### config.mk
export PLATFORM = sky130hd
export DESIGN_NAME = fifo_page_replacement
export DESIGN_NICKNAME = d
export VERILOG_FILES = /design/src/hw/rtl/fpr_pkg.sv /design/src/hw/rtl/fpr_csr.sv /design/src/hw/rtl/fpr_ctrl.sv /design/src/hw/rtl/fpr_dpath.sv /design/src/hw/rtl/fifo_page_replacement.sv
export VERILOG_INCLUDE_DIRS = /design/src /design/src/hw/rtl
export SDC_FILE = /design/constraint.sdc
export NUM_CORES = 1
export LEC_CHECK = 0
export ABC_AREA = 1
export BUFFER_PORTS_ARGS = -buffer_cell sky130_fd_sc_hd__buf_2
export CORE_AREA = 3 3 116 141
export CTS_BUF_LIST = sky130_fd_sc_hd__clkbuf_16
export CTS_CLUSTER_DIAMETER = 100
export DETAILED_ROUTE_END_ITERATION = 8
export DIE_AREA = 0 0 119 144
export PLACE_DENSITY = 0.88
export SYNTH_ARGS = -nofsm -noshare
export SYNTH_HDL_FRONTEND = slang
export SYNTH_SLANG_ARGS = --single-unit
### constraint.sdc
create_clock -name clock -period 3.64 [get_ports clock]
set_clock_uncertainty 0.1 [all_clocks]
set_input_delay 0.364 -clock clock [delete_from_list [all_inputs] [get_ports clock]]
set_output_delay 0.364 -clock clock [all_outputs]
set_load 0.05 [all_outputs]
### src/hw/rtl/assert_macros.svh
// Assertion helpers for the RTL files that check themselves.
`ifndef ASSERT_MACROS_SVH
`define ASSERT_MACROS_SVH

// Plain property, checked on every rising clock edge outside reset.
`define FPR_ASSERT(lbl, clk, rst, prop, msg) \
   lbl: assert property (@(posedge clk) disable iff (rst) (prop)) else $error(msg);

// Same-cycle implication.
`define FPR_ASSERT_IMP(lbl, clk, rst, ante, cons, msg) \
   lbl: assert property (@(posedge clk) disable iff (rst) (ante) |-> (cons)) else $error(msg);

// Next-cycle implication.
`define FPR_ASSERT_NXT(lbl, clk, rst, ante, cons, msg) \
   lbl: assert property (@(posedge clk) disable iff (rst) (ante) |=> (cons)) else $error(msg);

`endif

### src/hw/rtl/fpr_pkg.sv
package fpr_pkg;

   // Defaults for the top-level parameters
   localparam int DEFAULT_FRAMES    = 4;
   localparam int DEFAULT_PAGE_BITS = 16;

   // Fixed field widths
   localparam int PAGE_W  = 16;
   localparam int SLOT_W  = 2;
   localparam int FAULT_W = 16;
   localparam int CFG_W   = 3;

   // Age counter for FIFO order
   localparam int AGE_W = 3;
   localparam logic [AGE_W-1:0] AGE_MAX = {AGE_W{1'b1}};
   localparam logic [AGE_W-1:0] AGE_NEW = AGE_W'(1);

   localparam logic [FAULT_W-1:0] FAULT_MAX = {FAULT_W{1'b1}};

   // Register port
   localparam int CSR_DATA_W = 32;
   localparam int CSR_ADDR_W = 3;
   localparam logic [CFG_W-1:0] FRAMES_IN_USE_RESET = CFG_W'(3);
   localparam logic REG_FRAMES_IN_USE = 1'b0;

   // Controller to datapath
   typedef struct packed {
      logic load;     // latch the item, clear the scan trackers
      logic step;     // examine one frame, advance the index
      logic commit;   // update frames, drive the result
   } cmd_type;

   // Datapath to controller
   typedef struct packed {
      logic match;    // current frame holds the page
      logic last;     // current frame is the last one in use
   } status_type;

endpackage

### src/hw/rtl/fpr_csr.sv
module fpr_csr (
   input  logic                                clock,
   input  logic                                reset,
   input  logic                                psel,
   input  logic                                penable,
   input  logic                                pwrite,
   input  logic [fpr_pkg::CSR_ADDR_W-1:0]      paddr,
   input  logic [fpr_pkg::CSR_DATA_W-1:0]      pwdata,
   output logic [fpr_pkg::CSR_DATA_W-1:0]      prdata,
   output logic                                pready,
   output logic [fpr_pkg::CFG_W-1:0]           frames_in_use
);

   logic [fpr_pkg::CFG_W-1:0] frames_in_use_ff;
   logic [fpr_pkg::CFG_W-1:0] frames_in_use_in;
   logic                      reg_sel;

   // Word index; byte offset bits are ignored
   assign reg_sel = paddr[2];
   assign pready  = 1'b1;

   // Write decode
   always_comb begin
      frames_in_use_in = frames_in_use_ff;
      if (psel && penable && pwrite) begin
         unique case (reg_sel)
            fpr_pkg::REG_FRAMES_IN_USE: frames_in_use_in = pwdata[fpr_pkg::CFG_W-1:0];
            default: frames_in_use_in = frames_in_use_ff;
         endcase
      end
   end

   // Read decode
   always_comb begin
      unique case (reg_sel)
         fpr_pkg::REG_FRAMES_IN_USE:
            prdata = fpr_pkg::CSR_DATA_W'(frames_in_use_ff);
         default: prdata = '0;
      endcase
   end

   always_ff @(posedge clock) begin
      if (reset) begin
         frames_in_use_ff <= fpr_pkg::FRAMES_IN_USE_RESET;
      end else begin
         frames_in_use_ff <= frames_in_use_in;
      end
   end

   assign frames_in_use = frames_in_use_ff;

endmodule

### src/hw/rtl/fpr_ctrl.sv
module fpr_ctrl (
   input  logic                 clock,
   input  logic                 reset,
   input  logic                 start,
   output logic                 busy,
   input  fpr_pkg::status_type  status,
   output fpr_pkg::cmd_type     cmd
);

   typedef enum logic [1:0] {
      ST_IDLE,
      ST_SCAN,
      ST_UPDATE
   } state_type;

   state_type state_ff;
   logic      busy_ff;

   // Commands follow the state; load follows the accept
   always_comb begin
      cmd.load   = start && !busy_ff;
      cmd.step   = (state_ff == ST_SCAN);
      cmd.commit = (state_ff == ST_UPDATE);
   end

   always_ff @(posedge clock) begin
      if (reset) begin
         state_ff <= ST_IDLE;
         busy_ff  <= 1'b0;
      end else begin
         unique case (state_ff)
            ST_IDLE: begin
               if (start) begin
                  state_ff <= ST_SCAN;
                  busy_ff  <= 1'b1;
               end
            end
            ST_SCAN: begin
               // stop at the first hit or after the last frame in use
               if (status.match || status.last) begin
                  state_ff <= ST_UPDATE;
               end
            end
            ST_UPDATE: begin
               state_ff <= ST_IDLE;
               busy_ff  <= 1'b0;
            end
            default: begin
               state_ff <= ST_IDLE;
               busy_ff  <= 1'b0;
            end
         endcase
      end
   end

   assign busy = busy_ff;

endmodule

### src/hw/rtl/fpr_dpath.sv
module fpr_dpath #(
   parameter int FRAMES    = fpr_pkg::DEFAULT_FRAMES,
   parameter int PAGE_BITS = fpr_pkg::DEFAULT_PAGE_BITS
) (
   input  logic                              clock,
   input  logic                              reset,
   input  fpr_pkg::cmd_type                  cmd,
   output fpr_pkg::status_type               status,
   input  logic [fpr_pkg::CFG_W-1:0]         frames_in_use,
   input  logic [fpr_pkg::PAGE_W-1:0]        req_page,
   output logic                              rsp_valid,
   output logic                              rsp_hit,
   output logic [fpr_pkg::SLOT_W-1:0]        rsp_slot,
   output logic                              rsp_evicted_valid,
   output logic [fpr_pkg::PAGE_W-1:0]        rsp_evicted_page,
   output logic [fpr_pkg::FAULT_W-1:0]       rsp_fault_total
);

   localparam int IDX_W = (FRAMES > 1) ? $clog2(FRAMES) : 1;
   localparam int CNT_W = $clog2(FRAMES + 1);
   localparam int AGE_W = fpr_pkg::AGE_W;

   // Frame table
   logic [PAGE_BITS-1:0] frame_page_ff [FRAMES];
   logic [PAGE_BITS-1:0] frame_page_in [FRAMES];
   logic [FRAMES-1:0]    frame_valid_ff;
   logic [FRAMES-1:0]    frame_valid_in;
   logic [AGE_W-1:0]     frame_age_ff  [FRAMES];
   logic [AGE_W-1:0]     frame_age_in  [FRAMES];
   logic [fpr_pkg::FAULT_W-1:0] fault_ff;
   logic [fpr_pkg::FAULT_W-1:0] fault_in;

   // Per-item scan state
   logic [PAGE_BITS-1:0] page_ff;
   logic [PAGE_BITS-1:0] page_in;
   logic [CNT_W-1:0]     n_ff;
   logic [CNT_W-1:0]     n_in;
   logic [IDX_W-1:0]     idx_ff;
   logic [IDX_W-1:0]     idx_in;
   logic                 hit_ff;
   logic                 hit_in;
   logic [IDX_W-1:0]     hit_idx_ff;
   logic [IDX_W-1:0]     hit_idx_in;
   logic                 empty_ff;
   logic                 empty_in;
   logic [IDX_W-1:0]     empty_idx_ff;
   logic [IDX_W-1:0]     empty_idx_in;
   logic [AGE_W-1:0]     best_ff;
   logic [AGE_W-1:0]     best_in;
   logic [IDX_W-1:0]     victim_ff;
   logic [IDX_W-1:0]     victim_in;

   // Result registers
   logic                        rsp_valid_ff;
   logic                        rsp_valid_in;
   logic                        rsp_hit_ff;
   logic                        rsp_hit_in;
   logic [fpr_pkg::SLOT_W-1:0]  rsp_slot_ff;
   logic [fpr_pkg::SLOT_W-1:0]  rsp_slot_in;
   logic                        rsp_ev_valid_ff;
   logic                        rsp_ev_valid_in;
   logic [fpr_pkg::PAGE_W-1:0]  rsp_ev_page_ff;
   logic [fpr_pkg::PAGE_W-1:0]  rsp_ev_page_in;
   logic [fpr_pkg::FAULT_W-1:0] rsp_fault_ff;
   logic [fpr_pkg::FAULT_W-1:0] rsp_fault_in;

   // Helpers
   logic [31:0]          page_wide;
   logic [31:0]          ev_wide;
   logic [31:0]          slot_wide;
   logic [IDX_W-1:0]     slot_idx;
   logic [CNT_W-1:0]     n_clamp;
   logic [AGE_W-1:0]     cur_age;
   logic                 cur_match;

   assign page_wide = 32'(req_page);
   assign ev_wide   = 32'(frame_page_ff[victim_ff]);
   assign slot_wide = 32'(slot_idx);
   assign cur_age   = frame_age_ff[idx_ff];
   assign cur_match = frame_valid_ff[idx_ff] && (frame_page_ff[idx_ff] == page_ff);

   assign status.match = cur_match;
   assign status.last  = ((CNT_W'(idx_ff) + CNT_W'(1)) == n_ff);

   // Frame count clamped to 1..FRAMES
   always_comb begin
      if (frames_in_use == '0) begin
         n_clamp = CNT_W'(1);
      end else if (32'(frames_in_use) > 32'(FRAMES)) begin
         n_clamp = CNT_W'(FRAMES);
      end else begin
         n_clamp = CNT_W'(frames_in_use);
      end
   end

   // Slot index of the result
   always_comb begin
      if (hit_ff) begin
         slot_idx = hit_idx_ff;
      end else if (empty_ff) begin
         slot_idx = empty_idx_ff;
      end else begin
         slot_idx = victim_ff;
      end
   end

   // Next-state logic
   always_comb begin
      frame_page_in  = frame_page_ff;
      frame_valid_in = frame_valid_ff;
      frame_age_in   = frame_age_ff;
      fault_in       = fault_ff;
      page_in        = page_ff;
      n_in           = n_ff;
      idx_in         = idx_ff;
      hit_in         = hit_ff;
      hit_idx_in     = hit_idx_ff;
      empty_in       = empty_ff;
      empty_idx_in   = empty_idx_ff;
      best_in        = best_ff;
      victim_in      = victim_ff;
      rsp_valid_in   = 1'b0;
      rsp_hit_in     = rsp_hit_ff;
      rsp_slot_in    = rsp_slot_ff;
      rsp_ev_valid_in = rsp_ev_valid_ff;
      rsp_ev_page_in = rsp_ev_page_ff;
      rsp_fault_in   = rsp_fault_ff;

      // new item: latch page and frame count
      if (cmd.load) begin
         page_in   = page_wide[PAGE_BITS-1:0];
         n_in      = n_clamp;
         idx_in    = '0;
         hit_in    = 1'b0;
         empty_in  = 1'b0;
         best_in   = '0;
         victim_in = '0;
      end

      // one frame per cycle: hit, first empty, oldest
      if (cmd.step) begin
         if (cur_match) begin
            hit_in     = 1'b1;
            hit_idx_in = idx_ff;
         end
         if (!frame_valid_ff[idx_ff] && !empty_ff) begin
            empty_in     = 1'b1;
            empty_idx_in = idx_ff;
         end
         if ((idx_ff == '0) || (cur_age > best_ff)) begin
            best_in   = cur_age;
            victim_in = idx_ff;
         end
         idx_in = idx_ff + IDX_W'(1);
      end

      // apply the outcome and load the result registers
      if (cmd.commit) begin
         rsp_valid_in    = 1'b1;
         rsp_hit_in      = hit_ff;
         rsp_slot_in     = slot_wide[fpr_pkg::SLOT_W-1:0];
         rsp_ev_valid_in = 1'b0;
         rsp_ev_page_in  = '0;
         if (!hit_ff) begin
            if (fault_ff != fpr_pkg::FAULT_MAX) begin
               fault_in = fault_ff + fpr_pkg::FAULT_W'(1);
            end
            if (empty_ff) begin
               frame_valid_in[empty_idx_ff] = 1'b1;
               frame_page_in[empty_idx_ff]  = page_ff;
               frame_age_in[empty_idx_ff]   = fpr_pkg::AGE_NEW;
            end else begin
               rsp_ev_valid_in = 1'b1;
               rsp_ev_page_in  = ev_wide[fpr_pkg::PAGE_W-1:0];
               // age every other frame in use, saturating
               for (int i = 0; i < FRAMES; i++) begin
                  if ((CNT_W'(i) < n_ff) && (IDX_W'(i) != victim_ff) &&
                      (frame_age_ff[i] < fpr_pkg::AGE_MAX)) begin
                     frame_age_in[i] = frame_age_ff[i] + AGE_W'(1);
                  end
               end
               frame_page_in[victim_ff] = page_ff;
               frame_age_in[victim_ff]  = fpr_pkg::AGE_NEW;
            end
         end
         rsp_fault_in = fault_in;
      end
   end

   // Control state
   always_ff @(posedge clock) begin
      if (reset) begin
         frame_valid_ff <= '0;
         frame_age_ff   <= '{default: '0};
         fault_ff       <= '0;
         rsp_valid_ff   <= 1'b0;
      end else begin
         frame_valid_ff <= frame_valid_in;
         frame_age_ff   <= frame_age_in;
         fault_ff       <= fault_in;
         rsp_valid_ff   <= rsp_valid_in;
      end
   end

   // Payload and scan registers
   always_ff @(posedge clock) begin
      frame_page_ff   <= frame_page_in;
      page_ff         <= page_in;
      n_ff            <= n_in;
      idx_ff          <= idx_in;
      hit_ff          <= hit_in;
      hit_idx_ff      <= hit_idx_in;
      empty_ff        <= empty_in;
      empty_idx_ff    <= empty_idx_in;
      best_ff         <= best_in;
      victim_ff       <= victim_in;
      rsp_hit_ff      <= rsp_hit_in;
      rsp_slot_ff     <= rsp_slot_in;
      rsp_ev_valid_ff <= rsp_ev_valid_in;
      rsp_ev_page_ff  <= rsp_ev_page_in;
      rsp_fault_ff    <= rsp_fault_in;
   end

   assign rsp_valid         = rsp_valid_ff;
   assign rsp_hit           = rsp_hit_ff;
   assign rsp_slot          = rsp_slot_ff;
   assign rsp_evicted_valid = rsp_ev_valid_ff;
   assign rsp_evicted_page  = rsp_ev_page_ff;
   assign rsp_fault_total   = rsp_fault_ff;

endmodule

### src/hw/rtl/fifo_page_replacement.sv
// Sequence: the accept moves to the scan state, which examines frames in order up to the
// last frame in use, stopping early on a hit; then the update state, then rsp_valid for one cycle.
// A new item is taken only when idle (busy low), not while a scan or update is in progress.
// The receiver cannot stall; each result is shown for exactly one cycle.
// Reset is synchronous: frames empty, ages and fault total zero, frames_in_use = 3.
`include "assert_macros.svh"

module fifo_page_replacement #(
   parameter int FRAMES    = fpr_pkg::DEFAULT_FRAMES,
   parameter int PAGE_BITS = fpr_pkg::DEFAULT_PAGE_BITS
) (
   input  logic                              clock,
   input  logic                              reset,
   input  logic                              start,
   output logic                              busy,
   input  logic [fpr_pkg::PAGE_W-1:0]        req_page,
   output logic                              rsp_valid,
   output logic                              rsp_hit,
   output logic [fpr_pkg::SLOT_W-1:0]        rsp_slot,
   output logic                              rsp_evicted_valid,
   output logic [fpr_pkg::PAGE_W-1:0]        rsp_evicted_page,
   output logic [fpr_pkg::FAULT_W-1:0]       rsp_fault_total,
   input  logic                              psel,
   input  logic                              penable,
   input  logic                              pwrite,
   input  logic [fpr_pkg::CSR_ADDR_W-1:0]    paddr,
   input  logic [fpr_pkg::CSR_DATA_W-1:0]    pwdata,
   output logic [fpr_pkg::CSR_DATA_W-1:0]    prdata,
   output logic                              pready
);

   fpr_pkg::cmd_type           cmd;
   fpr_pkg::status_type        status;
   logic [fpr_pkg::CFG_W-1:0]  frames_in_use;

   // Register port
   fpr_csr u_csr (
      .clock         (clock),
      .reset         (reset),
      .psel          (psel),
      .penable       (penable),
      .pwrite        (pwrite),
      .paddr         (paddr),
      .pwdata        (pwdata),
      .prdata        (prdata),
      .pready        (pready),
      .frames_in_use (frames_in_use)
   );

   // Sequencer
   fpr_ctrl u_ctrl (
      .clock  (clock),
      .reset  (reset),
      .start  (start),
      .busy   (busy),
      .status (status),
      .cmd    (cmd)
   );

   // Frame table and result path
   fpr_dpath #(
      .FRAMES    (FRAMES),
      .PAGE_BITS (PAGE_BITS)
   ) u_dpath (
      .clock             (clock),
      .reset             (reset),
      .cmd               (cmd),
      .status            (status),
      .frames_in_use     (frames_in_use),
      .req_page          (req_page),
      .rsp_valid         (rsp_valid),
      .rsp_hit           (rsp_hit),
      .rsp_slot          (rsp_slot),
      .rsp_evicted_valid (rsp_evicted_valid),
      .rsp_evicted_page  (rsp_evicted_page),
      .rsp_fault_total   (rsp_fault_total)
   );

   // Checks
   `FPR_ASSERT_NXT(a_accept_busy, clock, reset, !reset && start && !busy, busy,
      "accepted item did not raise busy")
   `FPR_ASSERT_IMP(a_rsp_idle, clock, reset, rsp_valid, !busy,
      "result strobe while still busy")
   `FPR_ASSERT_IMP(a_evict_fault, clock, reset, rsp_valid && rsp_evicted_valid, !rsp_hit,
      "eviction reported on a hit")
   `FPR_ASSERT_IMP(a_fault_count, clock, reset, rsp_valid && !rsp_hit,
      rsp_fault_total != '0, "fault reported with zero fault total")
   `FPR_ASSERT(a_no_evict_zero, clock, reset,
      !(rsp_valid && !rsp_evicted_valid && (rsp_evicted_page != '0)),
      "evicted page nonzero without eviction")

endmodule
After elaboration in Yosys (flattened, before gate mapping)
Cells that the tools add are included.
{"block": "word_totals", "regBits": 171, "in_bits": 57, "output_inout_bits": 71, "word_cells": 180}
{"block": "op_classes", "n_addsub": 7, "order_cmp": 18, "eq_ne": 10, "muxes": 68, "bitwise_logic": 13, "reduce_logical": 35}
{"op": "$bwmux W64", "n": 2}
{"op": "$mux W16", "n": 8}
{"op": "$mux W3", "n": 25}
{"op": "$bmux W16 S2", "n": 2}
{"op": "$demux W16 S2", "n": 2}
{"op": "$mux W64", "n": 1}
{"op": "$mux W2", "n": 9}
{"op": "$add A16 B1 Y16 const B", "n": 1}
{"op": "$and A8 B8 Y8", "n": 2}
{"op": "$eq A16 B16 Y1", "n": 1}
{"op": "$logic_and A1 B1 Y1", "n": 16}
{"op": "$ne A16 B16 Y1 const B", "n": 1}
{"op": "$not A8 Y8", "n": 2}
{"op": "$add A3 B1 Y3 const B", "n": 4}
{"op": "$demux W3 S2", "n": 2}
{"op": "$lt A3 B3 Y1 const B", "n": 4}
{"op": "$mux W12", "n": 1}
{"op": "$or A4 B4 Y4", "n": 3}
{"op": "$reduce_and A2 Y1", "n": 6}
{"op": "$mux W1", "n": 11}
{"op": "$ge A3 B3 Y1 const B", "n": 3}
{"op": "$not A2 Y3", "n": 3}
{"op": "$bmux W3 S2", "n": 1}
{"op": "$lt A1 B3 Y1 const A", "n": 2}
{"op": "other kinds (27)", "n": 39}

Longest topological paths before layout
{"block": "depth", "word_depth": 9, "depth_mapped": 14, "depth_no_buf": 13}

Hierarchy
Synthesis repeated with hierarchy kept, for this count alone.
{"block": "hier_totals", "cells_unflattened": 995, "area_unflattened_um2": 8773.4}
{"mod": "fpr_dpath", "n_inst": 1, "cells_per_inst": 918, "area_per_inst_um2": 8229.1, "seq_area_each_um2": 4554.4}
{"mod": "fpr_csr", "n_inst": 1, "cells_per_inst": 61, "area_per_inst_um2": 404.1, "seq_area_each_um2": 60.1}
{"mod": "fpr_ctrl", "n_inst": 1, "cells_per_inst": 16, "area_per_inst_um2": 140.1, "seq_area_each_um2": 60.1}

Worst setup path before layout
OpenSTA, ideal clock, no wires.
{"block": "synth_path", "kind": "register to register", "start": "reg u_ctrl.state_ff[1]", "end": "reg u_dpath.frame_page_ff[48] (netlist bit), enable pin", "setup_ps": 390, "arrival_time_ps": 2272, "t_required_ps": 3150, "path_slack_ps": 878, "path_stages_with_launch": 7, "n_path_buf": 0, "period_less_slack_ps": 2762, "cell_sequence": "dfxtp_1 inv_2 nor2_4 inv_2 nor2_4 inv_2 nor2_1"}
{"element": "start, declared", "line": "fpr_ctrl.sv:16", "rtl": "state_type state_ff;"}
{"element": "start signal, assigned", "line": "fpr_ctrl.sv:28", "rtl": "state_ff <= ST_IDLE;"}
{"element": "start signal, assigned", "line": "fpr_ctrl.sv:34", "rtl": "state_ff <= ST_SCAN;"}
{"element": "start signal, assigned", "line": "fpr_ctrl.sv:41", "rtl": "state_ff <= ST_UPDATE;"}
{"element": "end signal, assigned", "line": "fpr_dpath.sv:207", "rtl": "frame_page_ff <= frame_page_in;"}
{"element": "end, declared", "line": "fpr_dpath.sv:24", "rtl": "logic [PAGE_BITS-1:0] frame_page_ff [FRAMES];"}

Final worst setup path
{"block": "layout_path", "start": "reg u_dpath.idx_ff[0]", "end": "reg u_dpath.victim_ff[0]"}
{"block": "layout_via", "elab_chain_cells": 8, "elab_cells_between_ends": 9}
{"element": "start, declared", "line": "fpr_dpath.sv:38", "rtl": "logic [IDX_W-1:0] idx_ff;"}
{"element": "start signal, assigned", "line": "fpr_dpath.sv:210", "rtl": "idx_ff <= idx_in;"}
{"element": "$not A2 Y3 (implied by the code)", "line": "fpr_dpath.sv:79", "rtl": "assign cur_age = frame_age_ff[idx_ff];"}
{"element": "$bmux W3 S2", "line": "fpr_dpath.sv:79"}
{"element": "$mux W3 (implied by the code) (2 in a row)", "line": "fpr_dpath.sv:79"}
{"element": "$gt A3 B3 Y1", "line": "fpr_dpath.sv:150", "rtl": "if ((idx_ff == '0) || (cur_age > best_ff)) begin"}
{"element": "$logic_or A1 B1 Y1", "line": "fpr_dpath.sv:150"}
{"element": "$mux W2 (*)", "line": "fpr_dpath.sv:150"}
{"element": "$mux W2 (*)", "line": "fpr_dpath.sv:141", "rtl": "if (cmd.step) begin"}
{"element": "via u_dpath.victim_in[0]", "line": "fpr_dpath.sv:51", "rtl": "logic [IDX_W-1:0] victim_in;"}
{"element": "end signal, assigned", "line": "fpr_dpath.sv:216", "rtl": "victim_ff <= victim_in;"}
{"element": "end, declared", "line": "fpr_dpath.sv:50", "rtl": "logic [IDX_W-1:0] victim_ff;"}
Mark *: on every way through the listed nets, which the timed path passes. The rest lies on a longest branch. The select of a mux whose other input is x is not followed.
A chain may end at the register's enable or synchronous reset.

==> reports/summary.md <==
## Run status
• **outcome** completed

## Critical path
• **critical path peak fanout** 42
• **Worst Path Arrival** 2950 ps
• **cell family with the largest share of critical-path delay** flip-flops
• **FF-to-FF setup slack** 890 ps
• **Reg2Reg Capture Point** u_dpath.victim_ff[0]$_DFF_P_
• **worst reg2reg path depth** 12
• **startpoint types** register
• **ordered list of cells on the worst path** inv_8, o21ai_0, a21oi_1, a21oi_1, ha_1, nand2_1, o21ai_0, a21oi_1, nor2_1, inv_1, nand3_1, o21ai_0
• **worst endpoint required time** 3840 ps
• **startpoint of the lowest-slack register-to-register path** u_dpath.idx_ff[0]$_SDFFCE_PN0P_
• **category of the worst setup path capture point** register
• **buffers plus inverters on the worst setup path** 2
• **slowest cell on the critical path** sky130_fd_sc_hd__edfxtp_1
• **largest stage delay on the critical path** 660 ps
• **Crit Path Category** register to register

## GRT
• **overflow left after global routing** 0
• **initial antenna violation count** 0
• **first-pass GRT wire length** 33600 um
• **largest net degree at the start of global routing** 44
• **number of global-route vias before repair** 6964
• **total track usage** 24.7%

## Cells and area
• **Layout Nets** 1120
• **Diodes inserted** 0
• **Multi-input gate area** 3320 um^2
• **Area growth, synth to finish** 12.1%
• **area occupied by registers** 4670 um^2
• **number of fill cells** 1197
• **share of final-layout standard cells stronger than drive strength 1** 14.9%

## Logic synthesis
• **share of synthesized cell area in full adder, half adder and majority cells** 1.72%
• **dominant combinational cell family by area after synthesis** simple AND/OR/NAND/NOR gates
• **number of library cell types mapped by synthesis** 48
• **Synthesis Warnings** 0
• **post-synthesis instance area** 8720 um^2
• **mux contribution to synthesized area** 0%
• **part of the Yosys area used for sequential elements** 53.6%
• **area fraction in compound gates after synthesis** 10.5%
• **FF+latch count, synth** 171
• **simple-gate share of the synthesized area** 23.1%
• **Synth Area per Inst** 8.96 um^2
• **area share of xor/xnor cells in the synthesized design** 1.39%
• **Gate Count Post-Synth** 973

## STA
• **max-slew violation count** 0
• **final setup slack of the worst path** 893 ps
• **Final Hold Fails** 0
• **maximum clock rate** 364 MHz
• **RSZ-0062 raised after global routing** no
• **worst-margin pin slew** 1080 ps
• **ratio of final minimum period to clock period** 75.5%
• **Final setup violation count** 0
• **worst max-slew margin expressed relative to the limit** 28.1%
• **final critical delay including setup and external delays** 2750 ps
• **total negative slack** 0 ps
• **worst hold slack after final layout** 62.1 ps

## Worst hold path
• **launch instance of the worst min-delay path** pwdata[1]
• **Hold Path End** u_csr.frames_in_use[1]$_SDFFE_PP1P_
• **class of the most critical hold timing path** primary input to register
• **number of cells on the worst hold path** 3

## Floorplanning
• **Chip Width** 119 um
• **Initial Util** 58.1%
• **Core Rows** 49
• **y dimension of the die** 144 um
• **I/O pin count** 128
• **die area** 17100 um^2
• **core outline area** 15000 um^2

## Clocking
• **master cell of the clock root buffer** sky130_fd_sc_hd__clkbuf_16
• **Max H-tree Level** 4
• **Max Root-Sink Buffers** 2
• **CTS sink cnt** 171
• **post-cts gate resize count** 0
• **worst-skew pair later-pin latency** 440 ps
• **Inserted Clock Buffers** 17
• **clock slew at the register clock pins of the worst setup and hold paths** 60 ps
• **CTS tree** done

## Route
• **wire length on met1** 7400 um
• **Iter 0 DRT Violations** 1001
• **Vias** 7165
• **routed wire length per instance** 16.2 um
• **post-DR vias/cell** 5.65
• **sum of met2 wire segment lengths after detailed routing** 10700 um
• **DR pass1 iterations** 6
• **DR WL met3** 1670 um
• **topmost layer with routed signal wires** met4
• **Post-route DRC** 0
• **number of nets with antenna violations after routing** 0
• **WL final** 20600 um

## Placed design
• **Final HPWL DP** 13300 um
• **pre-CTS WS** 954 ps
• **final weighted congestion in routability-driven placement** 0.914
• **IO buf count** 66

## Run
• **Max Cap Viol** 0

## Pwr
• **Leak** 4.04 nW
• **IR Drop Worst-Case VDD** 376 uV
• **Pwr per Cell Area** 624 nW/um^2

where the power goes:
part	internal, mW	switching (mW)	total (mW)
Clock	0.883	0.781	1.66
Sequential	2.38	0.166	2.54
Combinational	0.522	1.37	1.90
Total	3.78	2.32	6.10
synthesized netlist by cell type (all sizes together):
cell type | number | area (um^2)
nand2 | 213 | 822
edfxtp | 125 | 3750
nor2 | 124 | 490
inv | 99 | 379
nand3 | 91 | 516
buf | 51 | 397
o21ai | 51 | 263
dfxtp | 46 | 921
a21oi | 39 | 203
a31oi | 23 | 144
a22oi | 18 | 145
clkbuf | 15 | 56.3
nor3 | 13 | 91.3
ha | 12 | 150
xor2 | 12 | 113
nand4 | 9 | 56.3
o211ai | 8 | 60.1
a211oi | 3 | 22.5
nand3b | 3 | 22.5
o22ai | 3 | 18.8
clkinv | 2 | 7.51
conb | 2 | 7.51
o31ai | 2 | 15.0
a311oi | 1 | 8.76
and3 | 1 | 6.26
nor4 | 1 | 6.26
o21a | 1 | 7.51
o21bai | 1 | 7.51
o221ai | 1 | 8.76
o41ai | 1 | 8.76
or2 | 1 | 6.26
xnor2 | 1 | 8.76
stage by stage:
stage	util, %	instances	instance area, um^2	total power, mW
after floorplan	-	1001	8830	3.96
after global placement	60.4	1220	9080	4.37
after detailed placement	60.4	1220	9080	4.42
after CTS	65.1	1268	9780	6.09
after global routing	65.1	1268	9780	6.41
final	65.1	1268	9780	6.10
cell usage in the layout (no fill, tap or decap), types with 17 or more instances in the layout:
master / Yosys / layout
sky130_fd_sc_hd__clkbuf_16: 0 / 17
sky130_fd_sc_hd__dfxtp_1: 46 / 46
sky130_fd_sc_hd__nand2_1: 204 / 204
sky130_fd_sc_hd__inv_1: 90 / 93
sky130_fd_sc_hd__buf_2: 8 / 66
sky130_fd_sc_hd__edfxtp_1: 125 / 125
sky130_fd_sc_hd__nor2_1: 118 / 118
sky130_fd_sc_hd__o21ai_0: 39 / 39
sky130_fd_sc_hd__a21oi_1: 37 / 37
sky130_fd_sc_hd__nand3_1: 79 / 79
sky130_fd_sc_hd__conb_1: 2 / 30
sky130_fd_sc_hd__a31oi_1: 23 / 23
worst reg2reg max path, delay by kind of cell (launching register included):
family,cells,cell delay [ps]
AND/OR/NAND/NOR,3,400
adder cells (fa/ha/maj),1,320
buffers and inverters,2,500
flip-flops,1,660
AO/OA/AOI/OAI,6,650
layer usage:
| metal | track usage, % | vias to the layer above |
|---|---|---|
| met5 | 0 | - |
| met4 | 13.4 | 0 |
| met3 | 4.19 | 84 |
| met2 | 44.3 | 349 |
| met1 | 28.2 | 3344 |
| li1 | - | 3388 |
area by class of cell:
type | count | area share (%)
clock inverter | 15 | 1.19
inverter | 101 | 3.95
tap | 204 | 2.61
sequential | 171 | 47.8
timing repair buffer | 97 | 6.17
clock buffer | 17 | 4.35
multi-input combinational | 663 | 33.9
repair_timing:
item                                   in CTS  in global routing
buffers inserted                            0                  0
endpoints found under the hold margin      16                  0
hold buffers                               16                  0
flip-flops by register name, summed over array words and instances, names as in the netlist, 2 cells and up:
| register | flops |
|---|---|
| u_ctrl.state_ff | 2 |
| u_dpath.best_ff | 3 |
| u_dpath.frame_page_ff | 64 |
| u_csr.frames_in_use | 3 |
| u_dpath.hit_idx_ff | 2 |
| u_dpath.rsp_evicted_page | 16 |
| u_dpath.rsp_fault_total | 16 |
| u_dpath.frame_age_ff | 12 |
| u_dpath.rsp_slot | 2 |
| u_dpath.victim_ff | 2 |
| u_dpath.frame_valid_ff | 4 |
| u_dpath.idx_ff | 2 |
| u_dpath.empty_idx_ff | 2 |
| u_dpath.n_ff | 3 |
| u_dpath.page_ff | 16 |
| u_dpath.fault_ff | 16 |
worst max-delay path by stage:
stage / endpoint / start / slack [ps] / cells past startpoint
final: u_dpath.victim_ff[0]$_DFF_P_ / u_dpath.idx_ff[0]$_SDFFCE_PN0P_ / 890 / 12
after global routing: u_dpath.victim_ff[0]$_DFF_P_ / u_dpath.idx_ff[0]$_SDFFCE_PN0P_ / 630 / 12
after CTS: u_dpath.victim_ff[0]$_DFF_P_ / u_dpath.idx_ff[0]$_SDFFCE_PN0P_ / 910 / 12
after detailed placement: u_dpath.victim_ff[0]$_DFF_P_ / u_dpath.idx_ff[0]$_SDFFCE_PN0P_ / 950 / 12
after global placement: u_dpath.victim_ff[0]$_DFF_P_ / u_dpath.idx_ff[0]$_SDFFCE_PN0P_ / 1000 / 12
after floorplan: u_dpath.frame_page_ff[48]$_DFFE_PP_ / u_ctrl.state_ff[1]$_SDFFE_PP0P_ / 880 / 6
kinds of logic (layout without fill, tap and decap cells):
logic type	count (synthesis)	after routing
xor+xnor	13	13
compound gates	152	152
buf+inv	167	230
flops	171	171
fa+ha+maj	12	12
other cells	2	30
simple gates	456	456
(Power assumes the default switching activity.)
